===== config.mk =====
export PLATFORM = sky130hd
export DESIGN_NAME = fpa_div_cell
export DESIGN_NICKNAME = d
export VERILOG_FILES = /design/src/hw/rtl/fpa_pkg.sv /design/src/hw/rtl/fpa_div_cell.sv
export SDC_FILE = /design/constraint.sdc
export NUM_CORES = 1
export LEC_CHECK = 0
export BUFFER_PORTS_ARGS = -buffer_cell sky130_fd_sc_hd__clkbuf_2
export CORE_AREA = 2 2 231 233
export DETAILED_ROUTE_END_ITERATION = 8
export DIE_AREA = 0 0 233 235
export HOLD_SLACK_MARGIN = 0.05
export SLEW_MARGIN = 20
export SYNTH_ARGS = -nofsm -noshare
export SYNTH_HDL_FRONTEND = slang
export SYNTH_SLANG_ARGS = --single-unit

===== constraint.sdc =====
create_clock -name clock -period 14.55 [get_ports clock]
set_input_delay 0 -clock clock [delete_from_list [all_inputs] [get_ports clock]]
set_output_delay 0 -clock clock [all_outputs]
set_load 0.005 [all_outputs]

===== src/hw/rtl/fpa_pkg.sv =====
// Package with the command codes and pipeline item types of the fixed-point ALU.
`timescale 1ns / 1ps
package fpa_pkg;

   localparam int FIELD_W = 32;  // width of operand and result fields
   localparam int NUM_W   = 62;  // widest scaled dividend magnitude
   localparam int PROD_W  = 64;  // full signed product

   typedef enum logic [3:0] {
      CMD_ADD      = 4'd0,
      CMD_SUB      = 4'd1,
      CMD_MUL      = 4'd2,
      CMD_DIV      = 4'd3,
      CMD_CMP      = 4'd4,
      CMD_MIN      = 4'd5,
      CMD_MAX      = 4'd6,
      CMD_INC      = 4'd7,
      CMD_DEC      = 4'd8,
      CMD_TO_INT   = 4'd9,
      CMD_FROM_INT = 4'd10
   } cmd_type;

   // One request on its way through the divider chain.
   typedef struct packed {
      logic                valid;
      cmd_type             cmd;
      logic [FIELD_W-1:0]  res;     // result of the commands resolved in the input stage
      logic                lt;
      logic                eq;
      logic                gt;
      logic                ov;
      logic                dz;
      logic                is_div;  // divide with a nonzero divisor
      logic                neg;     // sign of the quotient
      logic [PROD_W-1:0]   prod;
      logic [NUM_W-1:0]    num;
      logic [FIELD_W-1:0]  den;
      logic [FIELD_W-1:0]  rem;
      logic [NUM_W-1:0]    quot;
   } item_type;

   // One request after rounding, before saturation.
   typedef struct packed {
      logic                valid;
      cmd_type             cmd;
      logic [FIELD_W-1:0]  res;
      logic                lt;
      logic                eq;
      logic                gt;
      logic                ov;
      logic                dz;
      logic                is_div;
      logic                neg_div;
      logic                neg_mul;
      logic [PROD_W-1:0]   mmag;
      logic [NUM_W:0]      dmag;
   } fin_type;

endpackage


===== src/hw/rtl/fpa_div_cell.sv =====
// One restoring-division cell: develops one quotient bit per request.
`timescale 1ns / 1ps
module fpa_div_cell #(
   parameter int NCELL = 40,
   parameter int IDX   = 0
) (
   input  logic               clock,
   input  logic               reset,
   input  logic               en,
   input  fpa_pkg::item_type  item_in_port,
   output fpa_pkg::item_type  item_out
);
   import fpa_pkg::*;

   localparam int BIT = NCELL - 1 - IDX;

   item_type          item_ff, item_in;
   logic [FIELD_W:0]  rem_sh, rem_sub;
   logic              qbit;

   always_comb begin
      rem_sh  = {item_in_port.rem, item_in_port.num[BIT]};
      rem_sub = rem_sh - {1'b0, item_in_port.den};
      qbit    = rem_sh >= {1'b0, item_in_port.den};
      item_in = item_in_port;
      item_in.rem  = qbit ? rem_sub[FIELD_W-1:0] : rem_sh[FIELD_W-1:0];
      item_in.quot = {item_in_port.quot[NUM_W-2:0], qbit};
   end

   always_ff @(posedge clock) begin
      if (reset) begin
         item_ff.valid <= 1'b0;
      end else if (en) begin
         item_ff <= item_in;
      end
   end

   assign item_out = item_ff;

endmodule


After elaboration in Yosys (flattened, before gate mapping)
Cells that the tools add are included.
{"block": "word_totals", "ff_bits": 296, "in_bits": 299, "out_inout_bits": 296, "wordCells": 20}
{"block": "classes", "addsub": 1, "magnitude_cmp": 1, "muxes": 1, "n_bitwise": 1, "reduce_logical": 1}
{"op": ">= comparator 33 x 32 -> 1 bit", "n": 1}
{"op": "two-way mux 32 bit", "n": 1}
{"op": "subtractor 32 bit", "n": 1}
{"op": "AND reduction 2 bit", "n": 1}
{"op": "NOT 1 bit", "n": 1}

Logic depth before layout (Yosys ltp)
{"block": "depth", "word_depth": 2, "depth_mapped": 13, "mapped_depth_nobuf": 12}

Worst setup path before layout
No wires, ideal clock.
{"block": "synth_timing", "kind": "input -> register", "startpoint": "input reset", "endpoint": "register item_ff (netlist bit item_out[0]), enable pin", "setup_time_ns": 0.997, "arrival_time_ns": 13.037, "required_time_ns": 13.553, "setup_slack_ns": 0.516, "stages": 1, "n_path_buf": 0, "path_cell_list": "nor2b_1"}
{"block": "synth_between", "elab_chain_cells": 2}
{"item": "start: declaration", "line": "fpa_div_cell.sv:8", "source": "input logic reset,"}
{"item": "NOT 1 bit (no line)"}
{"item": "AND reduction 2 bit (no line)"}
{"item": "end signal: assignment", "line": "fpa_div_cell.sv:34", "source": "item_ff <= item_in;"}
{"item": "end: declaration", "line": "fpa_div_cell.sv:17", "source": "item_type item_ff, item_in;"}
Every way passes these cells.
A chain may end at the register's enable or synchronous reset.

==> results by group <==
Power
  • Internal: roughly 0.0017 W
  • Logic pwr share: 0.145
  • Clock share of power: 0.399
  • LEAKAGE: 8.150 nW
  • PwrDens: 118.3 nW/um2
  • Peak supply drop: 0.09141 mV
  • Sw frac: 0.2458
  • Flop pwr share: 0.457
  • Net Sw Power: 0.0005543 W

Status
  • Status: completed

Critical path
  • Critical Path End: item_out[66]$_DFFE_PP_
  • Arrival time worst endpoint: 4.14 ns
  • CP Launch Point: item_in_port[109]
  • Reg2Reg Depth: 3
  • Startpoint types: primary input
  • R2r setup slk: 13.40 ns
  • Crit. End Element: register
  • Setup CP Type: primary input to register
  • Worst r2r src: item_out[295]$_SDFFE_PP0P_
  • Worst Path Max Fanout: 43
  • Endpoint required time on the critical path: 14.83 ns
  • R2r endpoint: item_out[295]$_SDFFE_PP0P_

Routing
  • Routed Antenna Nets: 0
  • DR pass1 iterations: 5
  • # DRC: 0
  • Wire per inst: 20.01 um
  • DR vias: roughly 9300
  • Total Wirelength: 45.61 mm
  • Via density per instance: 4.071
  • Initial DRC Count: 555

Timing
  • Setup TNS: 0 ns
  • Tightest Pin Transition: 0.9843 ns
  • Clk_skew: 0 ns
  • Slew headroom: 0.3438
  • Slew Limit Fails: 0
  • Fmax: 0.2592 GHz
  • Final period util: 0.2651
  • Fin crit period: between 3 and 4 ns
  • Fin. Hold Viols: 0
  • RSZ-0062 raised after global routing: no
  • Setup violators final: 0

Yosys
  • Yosys top cell area share: 0.7977
  • Cell with the most instances after synthesis: edfxtp_1
  • Top cells by count, synth: edfxtp_1 (295), a21oi_1 (54), inv_1 (38), nor2_1 (37), ha_1 (32)
  • Commonest register cell after synthesis: edfxtp_1
  • FFs w/ async S/R, synth: 0
  • Synth Register Bits: 296
  • Leading area contributor after synthesis: edfxtp_1
  • Post-Syn Area per Cell: between 15 and 20 um2
  • EDFF count, synth: 295
  • Synth unique cells: 48
  • Sequential area share after synthesis: 0.7995
  • Ranking of synthesized cells by area: edfxtp_1 (80%), ha_1 (3.6%), a21oi_1 (2.4%)
  • Cell area after synthesis: 11110 um2
  • Cells after Synth: around 640
  • Post-synth net total: 974
  • Yosys warning count: 0

Final layout
  • Seq. cell area: 8879 um2
  • Filler cells: between 4000 and 5000
  • Nets: 1889
  • Layout area overhead: 71.70%
  • Max reg flops: between 200 and 300
  • Multi-input logic area: 2006 um2
  • Layout cells sized above 1: 0.4201
  • Post-route cell area: 19070 um2

Clock tree
  • Clock sinks: 296
  • Clock transition at the registers of the reported paths: 0.06 ns
  • CTS resizes: 0
  • TritonCTS clock tree: yes
  • Num CTS Buffers: 35
  • Root Driver: clkbuf_16
  • Worst-Skew Late Latency: 0.55 ns
  • CTS max path bufs: 3
  • H-tree Lvls: 2

Global routing
  • First-pass GRT wire length: about 64 mm
  • Number of global-route vias before repair: 9794
  • Grt total ovfl: 0
  • Pin count of the biggest net entering global routing: 79
  • Antenna violations before repair: 8
  • GRT Overall Usage: 0.1593

Run
  • Max Cap Viol: 0

Placement
  • Placer Congestion: 0.9050
  • Area after DPL: roughly 15000 um2
  • Number of I/O port buffers: 593
  • Final HPWL DP: between 30 and 40 mm

Die
  • Boundary pin count: a little under 600
  • Row count: 84
  • Total die area: 54760 um2
  • Starting density of the core: 0.2126
  • DIE WIDTH: 233 um
  • Die Span Y: about 240 um
  • Core area: 52240 um2

Worst hold path
  • Type of the most critical hold path: primary input to register
## area by class of cell
cell class                      instances  area share
Timing Repair Buffer                  895      0.3140
Clock inverter                         23     0.01404
Sequential cell                       296      0.4656
Multi-Input combinational cell        291      0.1052
Tap cell                              688     0.04514
Clock buffer                           40     0.04744
Antenna cell                            8    0.001050
Inverter                               38    0.007480
## stage by stage
stage	power, W	hold WS [ns]	setup slack (ns)	util	cells
after detailed placement	0.001304	0.1786	10.77	0.2851	1911
final	0.002255	0.1594	10.69	0.3650	2279
after floorplan	0.001168	0.07238	0.5159	-	642
after CTS	0.002291	0.1213	10.78	0.3643	2270
after global placement	0.001300	0.1781	10.77	0.2851	1911
after global routing	0.002348	0.1387	10.57	0.3649	2275
## power groups by stage
stage | Clock (W) | Sequential, W | Combinational, W
floorplan | 0 | 0.00107 | 0.0000973
global placement | 0 | 0.00105 | 0.000254
detailed placement | 0 | 0.00105 | 0.000257
CTS | 0.000934 | 0.00103 | 0.000327
global route | 0.000960 | 0.00103 | 0.000353
finish | 0.000900 | 0.00103 | 0.000326
## layer usage
metal	part of all wire	track usage	wire [um]	vias to the layer above
li1	-	-	-	4302
met5	0.00055	0	25	-
met2	0.50	0.2846	23010	422
met4	0.056	0.08550	2547	4
met3	0.078	0.04612	3540	111
met1	0.36	0.1673	16490	4439
## repair_timing
action,4_1_cts,5_1_grt
buffers inserted,0,0
endpoints found under the hold margin,295,0
hold buffers,296,0
## worst max-delay path, cell delays in order
cell and delay, ns:
dlygate4sd3_1 0.54, clkbuf_2 0.12, inv_1 0.08, ha_1 0.44
nand4_1 0.25, or4_1 0.51, a21oi_1 0.15, nor3_1 0.12
a211oi_2 0.27, o21ai_2 0.18, o31ai_4 0.54, buf_4 0.52
mux2_2 0.39
## cells in the final DEF (no fill, tap or decap), types with 5 or more instances in the layout
| cell | count |
|---|---|
| a21oi_1 | 54 |
| edfxtp_1 | 295 |
| o21ai_0 | 16 |
| a31oi_1 | 5 |
| ha_1 | 32 |
| clkinv_2 | 5 |
| nor2_1 | 37 |
| xnor2_1 | 16 |
| clkbuf_2 | 593 |
| dlygate4sd3_1 | 296 |
| nand4_1 | 7 |
| clkinv_1 | 5 |
| clkbuf_16 | 35 |
| o21a_1 | 6 |
| nand3_1 | 8 |
| diode_2 | 8 |
| buf_4 | 5 |
| a21o_1 | 12 |
| mux2_2 | 6 |
| xor2_1 | 11 |
| nand2_1 | 27 |
| inv_1 | 38 |
## cell families after synthesis
logic type	count (synthesis)	synth area share
flops	296	0.7995
buf+inv	55	0.02062
xor+xnor	27	0.02129
fa+ha+maj	33	0.03785
compound gates	118	0.06625
simple gates	100	0.04169
mux	13	0.01284
## worst min path at each step
| stage | cells past startpoint | end | startpoint | slack, ns |
|---|---|---|---|---|
| 6_report | 2 | item_out[168]$_DFFE_PP_ | item_in_port[168] | 0.16 |
| 5_1_grt | 2 | item_out[168]$_DFFE_PP_ | item_in_port[168] | 0.14 |
| 4_1_cts | 2 | item_out[221]$_DFFE_PP_ | item_in_port[221] | 0.12 |
| 3_5_place_dp | 1 | item_out[272]$_DFFE_PP_ | item_in_port[272] | 0.18 |
| 3_3_place_gp | 1 | item_out[58]$_DFFE_PP_ | item_in_port[57] | 0.18 |
| 2_1_floorplan | 1 | item_out[295]$_SDFFE_PP0P_ | reset | 0.07 |
No activity file was read; power rests on OpenSTA's default activity.
