[src/hw/rtl/fpa_pkg.sv]
// Package with the command codes and pipeline item types of the fixed-point ALU.
`timescale 1ns / 1ps
package fpa_pkg;

   localparam int FIELD_W = 32;  // width of operand and result fields
   localparam int NUM_W   = 62;  // widest scaled dividend magnitude
   localparam int PROD_W  = 64;  // full signed product

   typedef enum logic [3:0] {
      CMD_ADD      = 4'd0,
      CMD_SUB      = 4'd1,
      CMD_MUL      = 4'd2,
      CMD_DIV      = 4'd3,
      CMD_CMP      = 4'd4,
      CMD_MIN      = 4'd5,
      CMD_MAX      = 4'd6,
      CMD_INC      = 4'd7,
      CMD_DEC      = 4'd8,
      CMD_TO_INT   = 4'd9,
      CMD_FROM_INT = 4'd10
   } cmd_type;

   // One request on its way through the divider chain.
   typedef struct packed {
      logic                valid;
      cmd_type             cmd;
      logic [FIELD_W-1:0]  res;     // result of the commands resolved in the input stage
      logic                lt;
      logic                eq;
      logic                gt;
      logic                ov;
      logic                dz;
      logic                is_div;  // divide with a nonzero divisor
      logic                neg;     // sign of the quotient
      logic [PROD_W-1:0]   prod;
      logic [NUM_W-1:0]    num;
      logic [FIELD_W-1:0]  den;
      logic [FIELD_W-1:0]  rem;
      logic [NUM_W-1:0]    quot;
   } item_type;

   // One request after rounding, before saturation.
   typedef struct packed {
      logic                valid;
      cmd_type             cmd;
      logic [FIELD_W-1:0]  res;
      logic                lt;
      logic                eq;
      logic                gt;
      logic                ov;
      logic                dz;
      logic                is_div;
      logic                neg_div;
      logic                neg_mul;
      logic [PROD_W-1:0]   mmag;
      logic [NUM_W:0]      dmag;
   } fin_type;

endpackage

[src/hw/rtl/fpa_front.sv]
// Input stage: the commands resolved here, the product and the divider operands.
`timescale 1ns / 1ps
module fpa_front #(
   parameter int W         = 32,
   parameter int FRAC_BITS = 8
) (
   input  logic                          clock,
   input  logic                          reset,
   input  logic                          en,
   input  logic                          in_valid,
   input  logic [3:0]                    in_cmd,
   input  logic [fpa_pkg::FIELD_W-1:0]   in_a,
   input  logic [fpa_pkg::FIELD_W-1:0]   in_b,
   output fpa_pkg::item_type             item_out
);
   import fpa_pkg::*;

   localparam int SH = FIELD_W - W;
   localparam logic signed [63:0] MAXV = 64'sd1 <<< (W - 1);
   localparam logic signed [63:0] VMAX = MAXV - 64'sd1;
   localparam logic signed [63:0] VMIN = -MAXV;

   item_type item_ff, item_in;

   logic signed [FIELD_W-1:0] sa, sb;
   logic signed [63:0]        a64, b64, sum, dif, inc, dec, shl;
   logic [63:0]               amag, bmag;
   cmd_type                   cmd;

   function automatic logic signed [63:0] sat(input logic signed [63:0] v);
      if (v > VMAX)
         sat = VMAX;
      else if (v < VMIN)
         sat = VMIN;
      else
         sat = v;
   endfunction

   function automatic logic out_of_range(input logic signed [63:0] v);
      out_of_range = (v > VMAX) || (v < VMIN);
   endfunction

   always_comb begin
      cmd  = cmd_type'(in_cmd);
      sa   = $signed(in_a << SH) >>> SH;
      sb   = $signed(in_b << SH) >>> SH;
      a64  = 64'(sa);
      b64  = 64'(sb);
      sum  = a64 + b64;
      dif  = a64 - b64;
      inc  = a64 + 64'sd1;
      dec  = a64 - 64'sd1;
      shl  = a64 <<< FRAC_BITS;
      amag = (a64 < 0) ? 64'(-a64) : 64'(a64);
      bmag = (b64 < 0) ? 64'(-b64) : 64'(b64);

      item_in        = '0;
      item_in.valid  = in_valid;
      item_in.cmd    = cmd;
      item_in.prod   = 64'(sa * sb);
      item_in.num    = NUM_W'(amag << FRAC_BITS);
      item_in.den    = bmag[FIELD_W-1:0];
      item_in.neg    = sa[FIELD_W-1] ^ sb[FIELD_W-1];

      unique case (cmd)
         CMD_ADD: begin
            item_in.res = FIELD_W'(sat(sum));
            item_in.ov  = out_of_range(sum);
         end
         CMD_SUB: begin
            item_in.res = FIELD_W'(sat(dif));
            item_in.ov  = out_of_range(dif);
         end
         CMD_DIV: begin
            if (sb == 0) begin
               item_in.dz  = 1'b1;
               item_in.res = (sa > 0) ? FIELD_W'(VMAX) :
                             ((sa < 0) ? FIELD_W'(VMIN) : '0);
            end else begin
               item_in.is_div = 1'b1;
            end
         end
         CMD_CMP: begin
            item_in.lt = sa < sb;
            item_in.eq = sa == sb;
            item_in.gt = sa > sb;
         end
         CMD_MIN: item_in.res = (sa < sb) ? sa : sb;
         CMD_MAX: item_in.res = (sa > sb) ? sa : sb;
         CMD_INC: begin
            item_in.res = FIELD_W'(sat(inc));
            item_in.ov  = out_of_range(inc);
         end
         CMD_DEC: begin
            item_in.res = FIELD_W'(sat(dec));
            item_in.ov  = out_of_range(dec);
         end
         CMD_TO_INT: item_in.res = sa >>> FRAC_BITS;
         CMD_FROM_INT: begin
            item_in.res = FIELD_W'(sat(shl));
            item_in.ov  = out_of_range(shl);
         end
         default: item_in.res = '0;
      endcase
   end

   always_ff @(posedge clock) begin
      if (reset) begin
         item_ff.valid <= 1'b0;
      end else if (en) begin
         item_ff <= item_in;
      end
   end

   assign item_out = item_ff;

endmodule

[config.mk]
export PLATFORM = sky130hd
export DESIGN_NAME = fpa_front
export DESIGN_NICKNAME = d
export VERILOG_FILES = /design/src/hw/rtl/fpa_pkg.sv /design/src/hw/rtl/fpa_front.sv
export SDC_FILE = /design/constraint.sdc
export NUM_CORES = 2
export LEC_CHECK = 0
export BUFFER_PORTS_ARGS = -buffer_cell sky130_fd_sc_hd__buf_4
export CORE_MARGIN = 10
export CORE_UTILIZATION = 39
export CTS_CLUSTER_DIAMETER = 100
export DETAILED_ROUTE_END_ITERATION = 6
export GPL_TIMING_DRIVEN = 0
export PLACE_DENSITY = 0.63
export SLEW_MARGIN = 20
export SYNTH_ARGS = -nofsm -noshare
export SYNTH_HDL_FRONTEND = slang
export SYNTH_SLANG_ARGS = --single-unit
[constraint.sdc]
create_clock -name clock -period 16.45 [get_ports clock]
set_input_delay 1.645 -clock clock [delete_from_list [all_inputs] [get_ports clock]]
set_output_delay 1.645 -clock clock [all_outputs]
set_load 0.03 [all_outputs]
**Word level (Yosys, flattened, before mapping)**

Cells that the tools add are included.

- Add/sub/neg operators: 6
- Multiply operators: 1
- Order comparisons: 16
- Equal/unequal tests: 10
- Muxes and demuxes: 21
- Bitwise operators: 2
- Reductions and logical operators: 8

Operator list:

| cell | number |
|---|---|
| 32-bit two-way mux | 16 |
| 32-bit case mux with 9 select lines | 1 |
| 33-bit by 32-bit greater-than comparator with 1-bit output (second input constant) | 4 |
| 33-bit by 32-bit less-than comparator with 1-bit output (second input constant) | 4 |
| 32-bit by 1-bit less-than comparator with 1-bit output (second input constant) | 3 |
| 32-bit by 32-bit multiplier with 64-bit output | 1 |
| 54-bit two-way mux | 1 |
| 32-bit negator with 54-bit output | 1 |
| 40-bit by 32-bit greater-than comparator with 1-bit output (second input constant) | 1 |
| 40-bit by 32-bit less-than comparator with 1-bit output (second input constant) | 1 |
| 32-bit by 2-bit adder with 33-bit output (second input constant) | 1 |
| 32-bit by 32-bit adder with 33-bit output | 1 |
| 32-bit by 2-bit subtractor with 33-bit output (second input constant) | 1 |
| 32-bit by 32-bit subtractor with 33-bit output | 1 |
| 32-bit equality test | 1 |
| 32-bit by 1-bit greater-than comparator with 1-bit output (second input constant) | 1 |
| 32-bit greater-than comparator | 1 |
| 32-bit logical NOT | 1 |
| 32-bit less-than comparator | 1 |
| 32-bit negator | 1 |
| 4-bit by 3-bit equality test with 1-bit output (second input constant) | 4 |
| 4-bit equality test (second input constant) | 3 |
| 1-bit logical OR | 5 |
| 1-bit case mux with 5 select lines | 1 |
| 7 further kinds | 8 |

- Bits in registers: 194
- Input bits: 72
- Output and inout bits: 296
- Word-level logic and storage cells: 77

**Longest topological paths before layout**

- Depth after elaboration: 5
- Gate-level depth with buffers: 32
- Gate-level depth less buffers: 28

**Worst setup path before layout**

OpenSTA, ideal clock, no wires.

- Kind: input-to-reg
- Start point: input port reset
- End point: register item_ff (netlist bit item_out[100]) (enable)
- Setup time: 775 ps
- Arrival time: 10189 ps
- Required time: 15675 ps
- Slack: 5486 ps
- Cell stages on the path: 1
- Buffers on the path: 0
- Path through: nor2b_1

- Longest elaborated chain between the ends: 2

Ends and longest elaborated chain:

| element | line | text |
|---|---|---|
| start, declared | fpa_front.sv:8 | `input logic reset,` |
| 1-bit NOT (no line) | -- |  |
| 2-bit AND reduction (no line) | -- |  |
| end signal, assigned | fpa_front.sv:111 | `item_ff <= item_in;` |
| end, declared | fpa_front.sv:23 | `item_type item_ff, item_in;` |

Every way passes these cells.
A chain may end at the register's enable or synchronous reset.

==> results.md <==
* Crit start category: input pin
* Slew headroom at 0.108
* Floorplan row count at 133
* Die Wd at 384 µm
* Crit path DAT at 13.48 ns
* Min-delay worst type: reg -> reg
* First-pass GRT wire length at 357000 µm
* Post-Route Setup TNS at 0 ns
* Run status: completed
* Design area at 57400 µm²
* Synthesized cell area at 51800 µm²
* Synth top area share at 0.419
* Starting density of the core at 0.393
* Reg-to-reg slack, setup at 15.85 ns
* CP Max Fanout at 12
* Detailed-route wire length per cell at 32.0 µm
* Vias per Instance at 5.70
* Share of cells above drive strength 1 at 0.0805
* Clock tree buffer depth at 2
* Clock Root Buffer: clkbuf_16
* FF+latch count, synth at 194
* Post-Synth XOR/XNOR Area at 0.0352
* CORE AREA at 132000 µm²
* Max-slew violations at 0
* CTS Sinks at 194
* CP max stage cell: fa_1
* Most used cell, CP: fa_1
* DR vias at 45100
* Die height at 384 µm
* Top cells by area, synth: fa_1 42%, edfxtp_1 11%, inv_1 8.1%
* Commonest non-fill, non-tap cell in the layout: inv_1
* Worst reg2reg path endpoint: item_out[295]$_SDFFE_PP0P_
* Die area at 148000 µm²
* Antenna Nets Post-Route at 0
* Post-synth EDFFs at 193
* Crit path largest cell delay at 0.95 ns
* Grt total ovfl at 0
* Max FFs per register at 194
* I/O Pins at 368
* Post-synthesis sequential area ratio at 0.112
* Synth Area in Adders at 0.480
* Port Buffers at 265
* Hold path depth at 2
* Syn-to-layout area delta at 10.8%
* Setup Buffers After CTS at 0
* Setup violations, final at 0
* CTS resizes at 0
* Synth Instances at 5706
* Post-Synth Simple-Gate Area at 0.156
* CP startpoint: in_a[31]
* Syn Area/Cell at 9.08 µm²
* Placed inst area at 56700 µm²
* Tmin final at 13.16 ns
* Post-synth top flop: edfxtp_1
* H-tree depth at 4
* DRT Pass-1 Iters at 6
* TritonCTS Buffers at 17
* Worst-Margin Slew at 1.34 ns
* Vias in the first global route at 46500
* CP required at 16.77 ns
* Gr usage total at 0.343
* Hold Vio Cnt, Final at 0
* R2R depth at 2
* Layout Utilization at 0.436
* DRC Markers at 0
* Initial antenna violation count at 42
* Cts hold-fix bufs at 0
* Crit end category: register
* WS Path Type: in -> reg
* RSZ-0062 raised after global routing: no
* Asr flop ratio synth at 0
* Largest family of logic cells by synthesized area: adder cells
* Largest net degree at the start of global routing at 30
* Max-cap violations at 0
* CP endpoint: item_out[243]$_DFFE_PP_
* Final HPWL DP at 206000 µm
* Post-synthesis compound-gate area fraction at 0.0847
* Clk slew on worst S/H paths at 0.10 ns
* Final worst-path cycle share at 0.800
* Mux share of post-synthesis cell area at 0.00896
* Worst-case clock skew at 0 ns
* RR Startpoint: item_out[295]$_SDFFE_PP0P_
* Routability congestion estimate at 1.03
* Synth unique cells at 79
* Most frequent cells in the layout: 1122 x inv_1, 1083 x fa_1, 652 x nand2_1, 367 x buf_4, 356 x and2_1
* Ys Warns at 0
* Clk Latency, worst-skew pair at 0.57 ns
* CTS tree: built
* DRT Wirelength at 253000 µm
* Final net count at 7532
* Initial drt markers at 4913
* Dominant cell type by area after synthesis: fa_1
* F_max at 0.0760 GHz
==> cell families (layout without fill, tap and decap cells) <==
logic type               after synthesis  count (layout)
AND/OR/NAND/NOR                     1689            1689
buffers and inverters               1586            1892
adder cells (fa/ha/maj)             1339            1339
AO/OA/AOI/OAI                        643             643
XOR/XNOR                             208             208
flip-flops                           194             194
multiplexers                          46              46
other                                  1             143
==> stage by stage <==
stage | worst slack, ns | hold WS [ns] | cells
after floorplan | 5.49 | 0.630 | 5828
final | 3.29 | 0.535 | 7909
after detailed placement | 2.75 | 0.507 | 7857
after global routing | 2.85 | 0.576 | 7890
after CTS | 3.34 | 0.534 | 7889
after global placement | 1.03 | 0.476 | 7848
==> critical path: cells and delay by family <==
kind,cells,cell delay [ns]
AOI/OAI and AO/OA,3,1.36
adders and majority gates,9,4.94
buffers and inverters,10,3.77
muxes,1,0.21
and+or+nand+nor,6,1.48
==> worst min path at each step <==
stage                                          start                    endpoint  slack (ns)
final                     item_out[295]$_SDFFE_PP0P_  item_out[295]$_SDFFE_PP0P_        0.53
after global routing      item_out[295]$_SDFFE_PP0P_  item_out[295]$_SDFFE_PP0P_        0.58
after CTS                 item_out[295]$_SDFFE_PP0P_  item_out[295]$_SDFFE_PP0P_        0.53
after detailed placement  item_out[295]$_SDFFE_PP0P_  item_out[295]$_SDFFE_PP0P_        0.51
after global placement    item_out[295]$_SDFFE_PP0P_  item_out[295]$_SDFFE_PP0P_        0.48
after floorplan           item_out[295]$_SDFFE_PP0P_  item_out[295]$_SDFFE_PP0P_        0.63
==> routing by layer <==
| metal | vias to the layer above | wire length, µm | global-route usage |
|---|---|---|---|
| met4 | 12 | 17300 | 0.192 |
| met5 | - | 72 | 0.00942 |
| met2 | 2841 | 110000 | 0.522 |
| met1 | 23300 | 100000 | 0.444 |
| li1 | 18300 | - | - |
| met3 | 676 | 25800 | 0.0825 |
==> synthesized netlist by cell type, drive strengths merged, types with 10 or more instances <==
cell type and n:
o2111ai 16, o211ai 25, nand4 44, or4 17, a222oi 10, o31ai 23, a211oi 21, and3 25
o21bai 16, a21oi 169, mux2i 43, a31oi 20, ha 255, nor2 326, nand2 652, nor4 29
buf 148, nor2b 25, inv 1122, o21a 12, clkbuf 307, xor2 38, and2 356, o21ai 108
a22oi 15, a221oi 20, fa 1084, xnor2 170, nand3 59, or3 18, o221ai 25, edfxtp 193
a21o 48, nand2b 37, nor3 60, o221a 11
==> layout make-up <==
type | instances | area [µm²]
Tap cell | 1755 | 2200
Multi-Input combinational cell | 4048 | 40100
Clock buffer | 17 | 425
Inverter | 1131 | 4250
Fill cell | 13200 | 74400
Timing Repair Buffer | 274 | 2160
Sequential cell | 194 | 5820
Buffer | 455 | 2170
Antenna cell | 20 | 50.0
Clock inverter | 15 | 211
Power is not shown: default switching activity piles up to over one toggle a cycle in this logic, so the estimate is an artifact.
