===== config.mk =====
export PLATFORM = sky130hd
export DESIGN_NAME = fpa_back
export DESIGN_NICKNAME = d
export VERILOG_FILES = /design/src/hw/rtl/fpa_pkg.sv /design/src/hw/rtl/fpa_back.sv
export SDC_FILE = /design/constraint.sdc
export NUM_CORES = 1
export LEC_CHECK = 0
export BUFFER_PORTS_ARGS = -buffer_cell sky130_fd_sc_hd__clkbuf_2
export CAP_MARGIN = 10
export CORE_ASPECT_RATIO = 1.4
export CORE_MARGIN = 2
export CORE_UTILIZATION = 40
export CTS_CLUSTER_SIZE = 30
export DETAILED_ROUTE_END_ITERATION = 6
export PLACE_DENSITY = 0.73
export SLEW_MARGIN = 30
export SYNTH_ARGS = -nofsm -noshare
export SYNTH_HDL_FRONTEND = slang
export SYNTH_SLANG_ARGS = --single-unit

===== constraint.sdc =====
create_clock -name clock -period 15.1 [get_ports clock]
set_clock_uncertainty 0.05 [all_clocks]
set_input_delay 3.02 -clock clock [delete_from_list [all_inputs] [get_ports clock]]
set_output_delay 3.02 -clock clock [all_outputs]
set_load 0.1 [all_outputs]

===== src/hw/rtl/fpa_pkg.sv =====
// Package with the command codes and pipeline item types of the fixed-point ALU.
`timescale 1ns / 1ps
package fpa_pkg;

   localparam int FIELD_W = 32;  // width of operand and result fields
   localparam int NUM_W   = 62;  // widest scaled dividend magnitude
   localparam int PROD_W  = 64;  // full signed product

   typedef enum logic [3:0] {
      CMD_ADD      = 4'd0,
      CMD_SUB      = 4'd1,
      CMD_MUL      = 4'd2,
      CMD_DIV      = 4'd3,
      CMD_CMP      = 4'd4,
      CMD_MIN      = 4'd5,
      CMD_MAX      = 4'd6,
      CMD_INC      = 4'd7,
      CMD_DEC      = 4'd8,
      CMD_TO_INT   = 4'd9,
      CMD_FROM_INT = 4'd10
   } cmd_type;

   // One request on its way through the divider chain.
   typedef struct packed {
      logic                valid;
      cmd_type             cmd;
      logic [FIELD_W-1:0]  res;     // result of the commands resolved in the input stage
      logic                lt;
      logic                eq;
      logic                gt;
      logic                ov;
      logic                dz;
      logic                is_div;  // divide with a nonzero divisor
      logic                neg;     // sign of the quotient
      logic [PROD_W-1:0]   prod;
      logic [NUM_W-1:0]    num;
      logic [FIELD_W-1:0]  den;
      logic [FIELD_W-1:0]  rem;
      logic [NUM_W-1:0]    quot;
   } item_type;

   // One request after rounding, before saturation.
   typedef struct packed {
      logic                valid;
      cmd_type             cmd;
      logic [FIELD_W-1:0]  res;
      logic                lt;
      logic                eq;
      logic                gt;
      logic                ov;
      logic                dz;
      logic                is_div;
      logic                neg_div;
      logic                neg_mul;
      logic [PROD_W-1:0]   mmag;
      logic [NUM_W:0]      dmag;
   } fin_type;

endpackage


===== src/hw/rtl/fpa_back.sv =====
// Output stages: rounding, saturation and the response register.
`timescale 1ns / 1ps
module fpa_back #(
   parameter int W         = 32,
   parameter int FRAC_BITS = 8
) (
   input  logic                         clock,
   input  logic                         reset,
   input  logic                         en,
   input  fpa_pkg::item_type            item_in_port,
   output logic                         out_valid,
   output logic [fpa_pkg::FIELD_W+4:0]  out_data
);
   import fpa_pkg::*;

   localparam logic [63:0] HALF  = (64'd1 << FRAC_BITS) >> 1;
   localparam logic [63:0] LIMP  = (64'd1 << (W - 1)) - 64'd1;
   localparam logic [63:0] LIMN  = 64'd1 << (W - 1);

   fin_type             fin_ff, fin_in;
   logic                valid_ff;
   logic [FIELD_W+4:0]  data_ff, data_in;
   logic [63:0]         pmag, lim, val;
   logic [FIELD_W-1:0]  res;
   logic                ov, rnd;

   always_comb begin
      pmag = item_in_port.prod[PROD_W-1] ? 64'(-item_in_port.prod) : item_in_port.prod;
      rnd  = {item_in_port.rem, 1'b0} >= {1'b0, item_in_port.den};
      fin_in         = '0;
      fin_in.valid   = item_in_port.valid;
      fin_in.cmd     = item_in_port.cmd;
      fin_in.res     = item_in_port.res;
      fin_in.lt      = item_in_port.lt;
      fin_in.eq      = item_in_port.eq;
      fin_in.gt      = item_in_port.gt;
      fin_in.ov      = item_in_port.ov;
      fin_in.dz      = item_in_port.dz;
      fin_in.is_div  = item_in_port.is_div;
      fin_in.neg_div = item_in_port.neg;
      fin_in.neg_mul = item_in_port.prod[PROD_W-1];
      fin_in.mmag    = (pmag + HALF) >> FRAC_BITS;
      fin_in.dmag    = {1'b0, item_in_port.quot} + (NUM_W+1)'(rnd);
   end

   always_comb begin
      res = fin_ff.res;
      ov  = fin_ff.ov;
      lim = '0;
      val = '0;
      if (fin_ff.cmd == CMD_MUL) begin
         lim = fin_ff.neg_mul ? LIMN : LIMP;
         ov  = fin_ff.mmag > lim;
         val = ov ? lim : fin_ff.mmag;
         res = fin_ff.neg_mul ? FIELD_W'(-val) : FIELD_W'(val);
      end else if (fin_ff.is_div) begin
         lim = fin_ff.neg_div ? LIMN : LIMP;
         ov  = 64'(fin_ff.dmag) > lim;
         val = ov ? lim : 64'(fin_ff.dmag);
         res = fin_ff.neg_div ? FIELD_W'(-val) : FIELD_W'(val);
      end
      data_in = {fin_ff.dz, ov, fin_ff.gt, fin_ff.eq, fin_ff.lt, res};
   end

   always_ff @(posedge clock) begin
      if (reset) begin
         fin_ff.valid <= 1'b0;
         valid_ff     <= 1'b0;
      end else if (en) begin
         fin_ff   <= fin_in;
         valid_ff <= fin_ff.valid;
         data_ff  <= data_in;
      end
   end

   assign out_valid = valid_ff;
   assign out_data  = data_ff;

endmodule


-- After elaboration in Yosys (flattened, before gate mapping)
Index checks and enable logic that the tools add are counted.
- add/sub/neg operators: 5
- magnitude comparators: 3
- eq/ne operators: 1
- muxes and demuxes: 11
- bitwise gates (word level): 1
- reduce and logical (&&, ||, !) cells: 1
- operators with widths (kind ; count):
    32-bit 2-to-1 mux ; 8
    64-bit by 8-bit adder with 64-bit output (second input constant) ; 1
    64-bit 2-to-1 mux ; 1
    32-bit negator ; 2
    64-bit negator ; 1
    62-bit by 1-bit adder with 63-bit output ; 1
    63-bit by 32-bit > comparator with 1-bit output ; 1
    56-bit by 32-bit > comparator with 1-bit output ; 1
    33-bit by 32-bit greater-or-equal comparator with 1-bit output ; 1
    4-bit by 2-bit equality test with 1-bit output (second input constant) ; 1
    1-bit 2-to-1 mux ; 2
    2-bit AND reduction ; 1
    1-bit NOT ; 1
- register bits: 202
- bits of input ports: 299
- output and inout port bits: 38
- logic and storage cells: 37

-- Longest topological paths before layout
Gate-level depths: netlist of run 1.
- depth after elaboration: 7
- gate-level depth with buffers: 24
- mapped depth without buffers: 23

-- Least setup slack after synthesis of run 1
Ideal clock, no wire load.
- path type: input port to flip-flop
- start point: in reset
- end point: reg fin_ff, in the netlist data_in[32], enable pin
- library setup time: 0.791 ns
- arrival time: 11.872 ns
- data required time: 14.259 ns
- setup slack: 2.387 ns
- stages on the path: 1
- buffers on the path: 0
- cell sequence: nor2b_1
- word-level cells in the longest chain between the ends: 2
- ends and longest elaborated chain (what ; line ; RTL):
    from (decl) ; fpa_back.sv:8 ; input logic reset,
    1-bit NOT (no line) ; - ;
    2-bit AND reduction (no line) ; - ;
    to (signal assigned) ; fpa_back.sv:70 ; fin_ff <= fin_in;
    to (decl) ; fpa_back.sv:20 ; fin_type fin_ff, fin_in;
Every way passes these cells.
A chain may end at the register's enable or synchronous reset.

==> results of run 1 <==
final timing paths:
check | endpoint | slack, ns | cells after the start
worst max-delay path | fin_ff[56] | 8.08 | 24
worst min-delay path | out_data[36] | 0.37 | 0
worst max register to register | out_data[30] | 8.92 | 16
worst min register to register | out_data[36] | 0.37 | 0
power by group through the flow:
stage | clock network (W) | logic [W] | registers (W)
finish | 0.000549 | 0.000295 | 0.000697
global route | 0.000583 | 0.000328 | 0.000701
CTS | 0.000564 | 0.000295 | 0.000696
detailed placement | 0 | 0.000294 | 0.000708
global placement | 0 | 0.000282 | 0.000707
floorplan | 0 | 0.000167 | 0.000735
sequential cells by signal (all words and copies together), names as in the netlist:
name / flops
data_in: 4
fin_ff: 160
out_data: 37
out_valid: 1
metrics by stage:
stage | setup slack [ns] | instance area, sq um
global route | 7.62 | 18100
global placement | 7.53 | 17400
CTS | 8.07 | 18100
finish | 8.08 | 18100
floorplan | 2.39 | 15600
detailed placement | 7.49 | 17400
cell type report:
class	instances	area, sq um
fill	3737	20400
antenna	2	5.00
timing repair buffer	287	1470
clock inverter	12	201
inverter	61	229
clock buffer	24	515
tap	522	653
multi-input combinational	1350	9020
sequential	202	6050
logic make-up after synthesis:
logic type	Yosys count	share of synthesized area
multiplexers	14	0.00929
XOR/XNOR	154	0.0863
buffers and inverters	145	0.0367
adder cells (fa/ha/maj)	101	0.0807
AO/OA/AOI/OAI	433	0.179
flip-flops	202	0.387
AND/OR/NAND/NOR	648	0.221
cell usage in the layout, fill, tap and decap left out, drive strengths merged, types with 12 or more instances in the layout:
cell and count:
nand2b 12, inv 60, xor2 44, ha 100, a22oi 13, nand2 137, o31ai 14, nor2b 26
nor2 139, o22ai 19, edfxtp 200, o21ai 105, or3 30, or4 16, a31oi 22, and3 28
nand3 52, buf 13, nor3 68, o211ai 25, nor4 39, a21o 25, nand4 52, a21oi 111
clkbuf 298, xnor2 110
layer usage:
| layer | up-vias | GRT usage |
|---|---|---|
| met5 | - | 0 |
| li1 | 6893 | - |
| met2 | 498 | 0.383 |
| met1 | 6708 | 0.260 |
| met4 | 0 | 0.0740 |
| met3 | 79 | 0.0182 |
worst max-delay path, cell delays in order:
cell and delay, ns:
clkbuf_2 0.08, inv_1 0.03, ha_1 0.25, nor2b_1 0.17, o21a_1 0.12, o21ai_0 0.07
nand2b_1 0.08, a21oi_1 0.06, nor2b_1 0.10, o21ai_0 0.08, a21oi_1 0.17, a31oi_1 0.12
o211ai_1 0.23, ha_1 0.24, ha_1 0.22, and3_1 0.28, and3_1 0.31, nand3_1 0.20
or2_2 0.34, nor2_1 0.23, and3_1 0.30, and3_1 0.29, nand3_1 0.13, xnor2_1 0.13
==> results_dict.tcl, run 1 <==
set metrics [dict create \
    status "finished with violations" \
    violations "DRC" \
    instances_no_fill 2460 \
    p_int_w 0.00111 \
    dieArea_sq_um 40700 \
    totalWireLength_microns 43800 \
    post-route-period-util 0.465 \
    synth_edf_count 200 \
    p_sw_frac 0.281 \
    rows 85 \
    cap_violations 0 \
    power_frac_clock 0.356 \
    yosysMostFrequentCell "edfxtp_1" \
    cts_htree_levels 1 \
    post-route-min-period_ns 7.02 \
    yosys_warnings 0 \
    setup_tns_ns 0 \
    path_clk_slew_ns 0.06 \
    wire_per_inst_microns 17.8 \
    crit_start "item_in_port[95]" \
    rsz0062_at_grt "false" \
    synth_top_area_frac 0.384 \
    slew-limit-headroom 0.437 \
    coreArea_sq_um 38500 \
    clk_latency_ns 0.53 \
    netlist.top_cell.by_area "edfxtp_1" \
    hpwlAfterDp_microns 33900 \
    ys_seq_area_frac 0.387 \
    dp.cells 2422 \
    place.port_buffers 274 \
    nets 2321 \
    leakage_nw 6.82 \
    required_ns 15.33 \
    power-per-cell-area_nw_per_um2 84.9 \
    tightest_slew_ns 0.839 \
    netlist-cell-type-count 86 \
    worstHoldStart "data_in[36]" \
    vias 14178 \
    route.met2.wl_microns 22800 \
    tritoncts "yes" \
    drc_errors 1 \
    cts_resized 0 \
    fmax_mhz 142 \
    endpoint_kind "flop" \
    p_seq_frac 0.452 \
    ys.flop_type "edfxtp_1" \
    gp_congestion 0.917 \
    design_power_total_w 0.00154 \
    dieWidth_microns 171 \
    initialDrtViolationCount 1005 \
    dr.max_layer_used "met4" \
    drv_slew 0 \
    final_hold_viol_count 0 \
    syn_avg_cell_area_sq_um 9.21 \
    hold_slack_ns 0.370 \
    cts_hold_buf 0 \
    area_growth_pct 16.1 \
    initial_utilization 0.406 \
    layout-drive-gt1-share 0.187 \
    synth_top_cells_by_count "edfxtp_1 (200), nor2_1 (139), nand2_1 (136)" \
    postSynthCellCount 1697 \
    fin_util 0.471 \
    timing.final.setup_violations 0 \
    timing.rr.start "fin_ff[127]" \
    die_height_microns 238 \
    hp-class "reg2reg" \
    netlist_area_sq_um 15600 \
    antenna_left 0 \
    cts_root_buf "clkbuf_16" \
    p_sw_w 0.000433 \
    pin_count 337 \
    grt_max_degree 88 \
    combPwrFrac 0.192 \
    synth_seq_cells 202 \
    cts.path.max_buffers 3 \
    cts_made_buffers 20 \
    critPathKind "in2reg" \
    dr_wl_met3_microns 2540 \
    dr.pass1.iters 7 \
    irDropWorstVdd_mv 0.0643 \
    synth.area.top_cells "edfxtp_1 (38%), ha_1 (8.0%), xnor2_1 (6.2%)" \
    vias_per_cell 5.76 \
    async_flop_share 0 \
    grt.overflow.total 0 \
    critPathMaxFanout 5 \
    cts.sink_count 202 \
    antenna_found_initial 2 \
    grt_pass1_wl_microns 69300 \
    wl_met1_microns 17100 \
    synth_nets 2096 \
    grt.total_usage 0.211 \
    grt_pass1_vias 13472 \
    postCtsSetupBuffers 0 \
    cp-start-kind "input port" \
    arrival_ns 7.25 \
]
(Power assumes the default switching activity.)
==> inputs of run 2 (changes only) <==
- ABC_AREA: not set -> 1
- PLACE_DENSITY: 0.73 -> 0.72
- clock period: 15.1 -> 7.1 ns (I/O delays scaled with it)
==> results_dict.tcl, run 2 <==
set metrics [dict create \
    tightest_slew_ns 0.810 \
    cts_hold_buf 0 \
    cts_resized 0 \
    vias_per_cell 5.13 \
    combPwrFrac 0.225 \
    rows 88 \
    regMostFlops "fin_ff" \
    cts_made_buffers 21 \
    p_sw_frac 0.307 \
    async_flop_share 0 \
    tritoncts "yes" \
    required_ns 7.31 \
    post-route-period-util 0.747 \
    postSynthCellCount 2265 \
    netlist-cell-type-count 62 \
    yosysMostFrequentCell "nand2_1" \
    drc_errors 0 \
    final_cell_mix "nand2_1 (662), nor2_1 (285), clkbuf_2 (274)" \
    cts.path.max_buffers 3 \
    setup_tns_ns 0 \
    slew-limit-headroom 0.460 \
    ys.flop_type "edfxtp_1" \
    synth_top_cells_by_count "nand2_1 (662), nor2_1 (286), inv_1 (268)" \
    dp.cells 3046 \
    synth_seq_cells 202 \
    syn_avg_cell_area_sq_um 7.41 \
    arrival_ns 5.51 \
    crit_start "item_in_port[118]" \
    vias 15843 \
    rsz0062_at_grt "false" \
    gp_congestion 0.914 \
    p_int_w 0.00227 \
    p_sw_w 0.00101 \
    p_seq_frac 0.443 \
    instances_no_fill 3087 \
    drv_slew 0 \
    timing.rr.start "fin_ff[127]" \
    setup_slack_ns 1.80 \
    post-route-min-period_ns 5.30 \
    nets 2928 \
    netlist_area_sq_um 16800 \
    largest_reg_flops 160 \
    synth_edf_count 200 \
    wire_per_inst_microns 15.9 \
    initial_utilization 0.406 \
    dieArea_sq_um 43600 \
    design_power_total_w 0.00328 \
    grt_max_degree 139 \
    power_frac_clock 0.332 \
    totalWireLength_microns 49000 \
    synth.area.top_cells "edfxtp_1 (36%), nand2_1 (15%), ha_1 (7.5%)" \
    grt_pass1_vias 15675 \
    pre_cts_ws_ns 1.27 \
    initialDrtViolationCount 951 \
    path_clk_slew_ns 0.06 \
    critPathKind "in2reg" \
    hp-class "reg2reg" \
    synth_top_area_frac 0.358 \
    antenna_left 0 \
    cts_root_buf "clkbuf_16" \
    cts.sink_count 202 \
    cts_htree_levels 1 \
    synth_nets 2664 \
    cp-start-kind "input port" \
    leakage_nw 9.03 \
    grt.total_usage 0.224 \
    hold_slack_ns 0.377 \
    layout_commonest_cell "nand2_1" \
    cap_violations 0 \
    grt.overflow.total 0 \
    yosys_warnings 0 \
    ys_seq_area_frac 0.360 \
    dieWidth_microns 177 \
    place.port_buffers 274 \
    die_height_microns 246 \
    grt_pass1_wl_microns 77700 \
    hpwlAfterDp_microns 40400 \
    area_growth_pct 15.6 \
    irDropWorstVdd_mv 0.124 \
    status "complete, no violations" \
    endpoint_kind "flop" \
    netlist.top_cell.by_area "edfxtp_1" \
    layout-drive-gt1-share 0.158 \
    final_hold_viol_count 0 \
    worstHoldStart "data_in[32]" \
    coreArea_sq_um 41300 \
    critPathMaxFanout 4 \
    power-per-cell-area_nw_per_um2 169 \
    clk_latency_ns 0.52 \
    postCtsSetupBuffers 0 \
    antenna_found_initial 9 \
    dr.pass1.iters 5 \
    fmax_mhz 189 \
    timing.final.setup_violations 0 \
    pin_count 337 \
]
==> run 2: worst paths after layout <==
| path | slack (ns) | end | cells past startpoint |
|---|---|---|---|
| max | 1.80 | fin_ff[58] | 24 |
| min | 0.38 | out_data[32] | 0 |
| max reg2reg | 1.89 | out_data[30] | 22 |
| min reg2reg | 0.38 | out_data[32] | 0 |
==> run 2: kinds of logic after synthesis <==
group                    Yosys count  synth area share
adder cells (fa/ha/maj)          100            0.0746
AO/OA/AOI/OAI                    195            0.0656
buffers and inverters            313            0.0726
XOR/XNOR                         144            0.0779
AND/OR/NAND/NOR                 1311             0.349
flip-flops                       202             0.360
==> run 2: layout make-up <==
class | instances | area, sq um
tap | 540 | 676
multi-input combinational | 1750 | 9530
inverter | 270 | 1010
fill | 4159 | 21900
antenna | 4 | 10.0
clock buffer | 24 | 537
clock inverter | 13 | 131
sequential | 202 | 6050
timing repair buffer | 284 | 1460
==> run 2: power by group through the flow <==
stage | sequential, W | combinational [W] | clock, W
after floorplan | 0.00154 | 0.000431 | 0
after global placement | 0.00148 | 0.000716 | 0
after detailed placement | 0.00148 | 0.000737 | 0
after CTS | 0.00145 | 0.000740 | 0.00112
after global routing | 0.00146 | 0.000833 | 0.00116
final | 0.00145 | 0.000739 | 0.00109
==> run 2: stage by stage <==
| stage | utilization | instance area, sq um |
|---|---|---|
| detailed placement | 0.453 | 18700 |
| global placement | 0.453 | 18700 |
| finish | 0.470 | 19400 |
| floorplan | - | 16800 |
| CTS | 0.470 | 19400 |
| global route | 0.470 | 19400 |
==> run 2: critical path: stages <==
cell       delay [ns]
clkbuf_2         0.08
inv_1            0.04
ha_1             0.30
nand4_1          0.11
nor3_1           0.22
nand4_1          0.18
or4_1            0.46
o2111ai_1        0.17
ha_1             0.24
ha_1             0.21
nand2_1          0.11
nor2_2           0.15
nand2_1          0.13
nor2_2           0.13
nand3_2          0.13
nor4_2           0.21
nand2_1          0.16
inv_1            0.08
nand4_1          0.14
nor2_2           0.20
nand2_2          0.14
nor3_4           0.22
nand3_2          0.13
xnor2_1          0.16
==> run 2: layer usage <==
metal	track usage	routed length, microns	vias up
li1	-	-	8030
met4	0.129	3050	10
met5	0	63	-
met3	0.0218	2130	158
met1	0.254	19200	7199
met2	0.407	24600	446
==> inputs of run 3 (changes only) <==
- clock period: 7.1 -> 5.4 ns (I/O delays scaled with it)
==> results_dict.tcl, run 3 (synthesized netlist as in run 2, its figures left out) <==
set metrics [dict create \
    rsz0062_at_grt "false" \
    cp-start-kind "input port" \
    initialDrtViolationCount 920 \
    grt_pass1_wl_microns 76000 \
    dieWidth_microns 177 \
    cts_root_buf "clkbuf_16" \
    arrival_ns 5.10 \
    final_hold_viol_count 0 \
    drc_errors 0 \
    status "complete, no violations" \
    crit_start "item_in_port[118]" \
    critPathKind "in2reg" \
    combPwrFrac 0.226 \
    antenna_found_initial 9 \
    dr.pass1.iters 5 \
    design_power_total_w 0.00431 \
    slew-limit-headroom 0.391 \
    coreArea_sq_um 41300 \
    vias 15949 \
    cts_made_buffers 20 \
    antenna_left 0 \
    layout-drive-gt1-share 0.161 \
    vias_per_cell 5.16 \
    p_sw_frac 0.306 \
    die_height_microns 246 \
    pin_count 337 \
    postCtsSetupBuffers 0 \
    nets 2934 \
    grt_pass1_vias 15301 \
    final_cell_mix "nand2_1 (662), nor2_1 (285), clkbuf_2 (274)" \
    cts.path.max_buffers 3 \
    tightest_slew_ns 0.908 \
    reg2regPathDepth 20 \
    p_seq_frac 0.444 \
    post-route-period-util 0.897 \
    gp_congestion 0.945 \
    hp-class "reg2reg" \
    rows 88 \
    clk_latency_ns 0.52 \
    grt.overflow.total 0 \
    area_growth_pct 16.0 \
    hpwlAfterDp_microns 40400 \
    required_ns 5.65 \
    drv_slew 0 \
    pre_cts_ws_ns -0.0267 \
    totalWireLength_microns 48600 \
    grt_max_degree 126 \
    wire_per_inst_microns 15.7 \
    cts_hold_buf 0 \
    critPathMaxFanout 4 \
    p_sw_w 0.00132 \
    path_clk_slew_ns 0.07 \
    endpoint_kind "flop" \
    hold_depth 0 \
    p_int_w 0.00299 \
    grt.total_usage 0.219 \
    regMostFlops "fin_ff" \
    cts.sink_count 202 \
    cts_resized 0 \
    cap_violations 0 \
    dieArea_sq_um 43600 \
    setup_slack_ns 0.555 \
    leakage_nw 9.07 \
    timing.rr.start "fin_ff[127]" \
    cts_htree_levels 1 \
    post-route-min-period_ns 4.85 \
    worstHoldStart "data_in[34]" \
    power_frac_clock 0.330 \
    tritoncts "yes" \
    timing.final.setup_violations 0 \
    initial_utilization 0.406 \
    largest_reg_flops 160 \
    layout_commonest_cell "nand2_1" \
    fmax_mhz 206 \
    irDropWorstVdd_mv 0.167 \
    place.port_buffers 274 \
    power-per-cell-area_nw_per_um2 221 \
]
==> run 3: power by group through the flow <==
stage	clock network [W]	registers (W)	logic [W]
after CTS	0.00146	0.00191	0.000974
after global placement	0	0.00194	0.000943
after floorplan	0	0.00202	0.000567
after global routing	0.00152	0.00192	0.00109
after detailed placement	0	0.00194	0.000970
final	0.00142	0.00191	0.000974
==> run 3: layer usage <==
| metal | vias to the layer above | track usage | part of all wire |
|---|---|---|---|
| li1 | 8035 | - | - |
| met1 | 7263 | 0.245 | 0.39 |
| met2 | 495 | 0.409 | 0.52 |
| met3 | 144 | 0.0256 | 0.048 |
| met4 | 12 | 0.104 | 0.050 |
| met5 | - | 0 | 0.0015 |
==> run 3: path summary, 6_finish.rpt <==
path,endpoint,slack [ns]
worst max-delay path,fin_ff[62],0.55
worst min-delay path,out_data[34],0.38
worst max register to register,out_data[30],0.85
worst min register to register,out_data[34],0.38
==> run 3: layout make-up <==
type,instances,area (sq um)
diodes,3,7.51
clock buffers,21,526
clock inverters,14,146
fillers,4106,21800
inverters,270,1010
multi-input cells,1750,9530
flip-flops and latches,202,6050
well taps,540,676
repair buffers,291,1510
==> run 3: worst max-delay path, stage by stage <==
cell	delay (ns)
clkbuf_2	0.08
inv_1	0.03
ha_1	0.29
nand4_1	0.11
nor3_1	0.19
nand4_1	0.16
or4_1	0.45
o2111ai_1	0.18
ha_1	0.25
ha_1	0.22
nand2_1	0.11
nor2_2	0.15
nand2_1	0.13
nor2_2	0.14
nand3_2	0.12
nor4_2	0.23
nand2_1	0.11
inv_1	0.07
nand4_1	0.13
nor2_2	0.19
nand2_2	0.10
nor3_4	0.20
nand3_2	0.13
nor4_2	0.22
==> run 3: metrics by stage <==
stage          cells  TNS (ns)  cell area [sq um]  hold slack, ns  utilization
3_5_place_dp    3053   -0.0267              18800           0.363        0.455
2_1_floorplan   2265         0              16800           0.350            -
4_1_cts         3088         0              19400           0.379        0.471
5_1_grt         3090         0              19400           0.380        0.471
3_3_place_gp    3053         0              18800           0.351        0.455
6_report        3091         0              19500           0.376        0.471
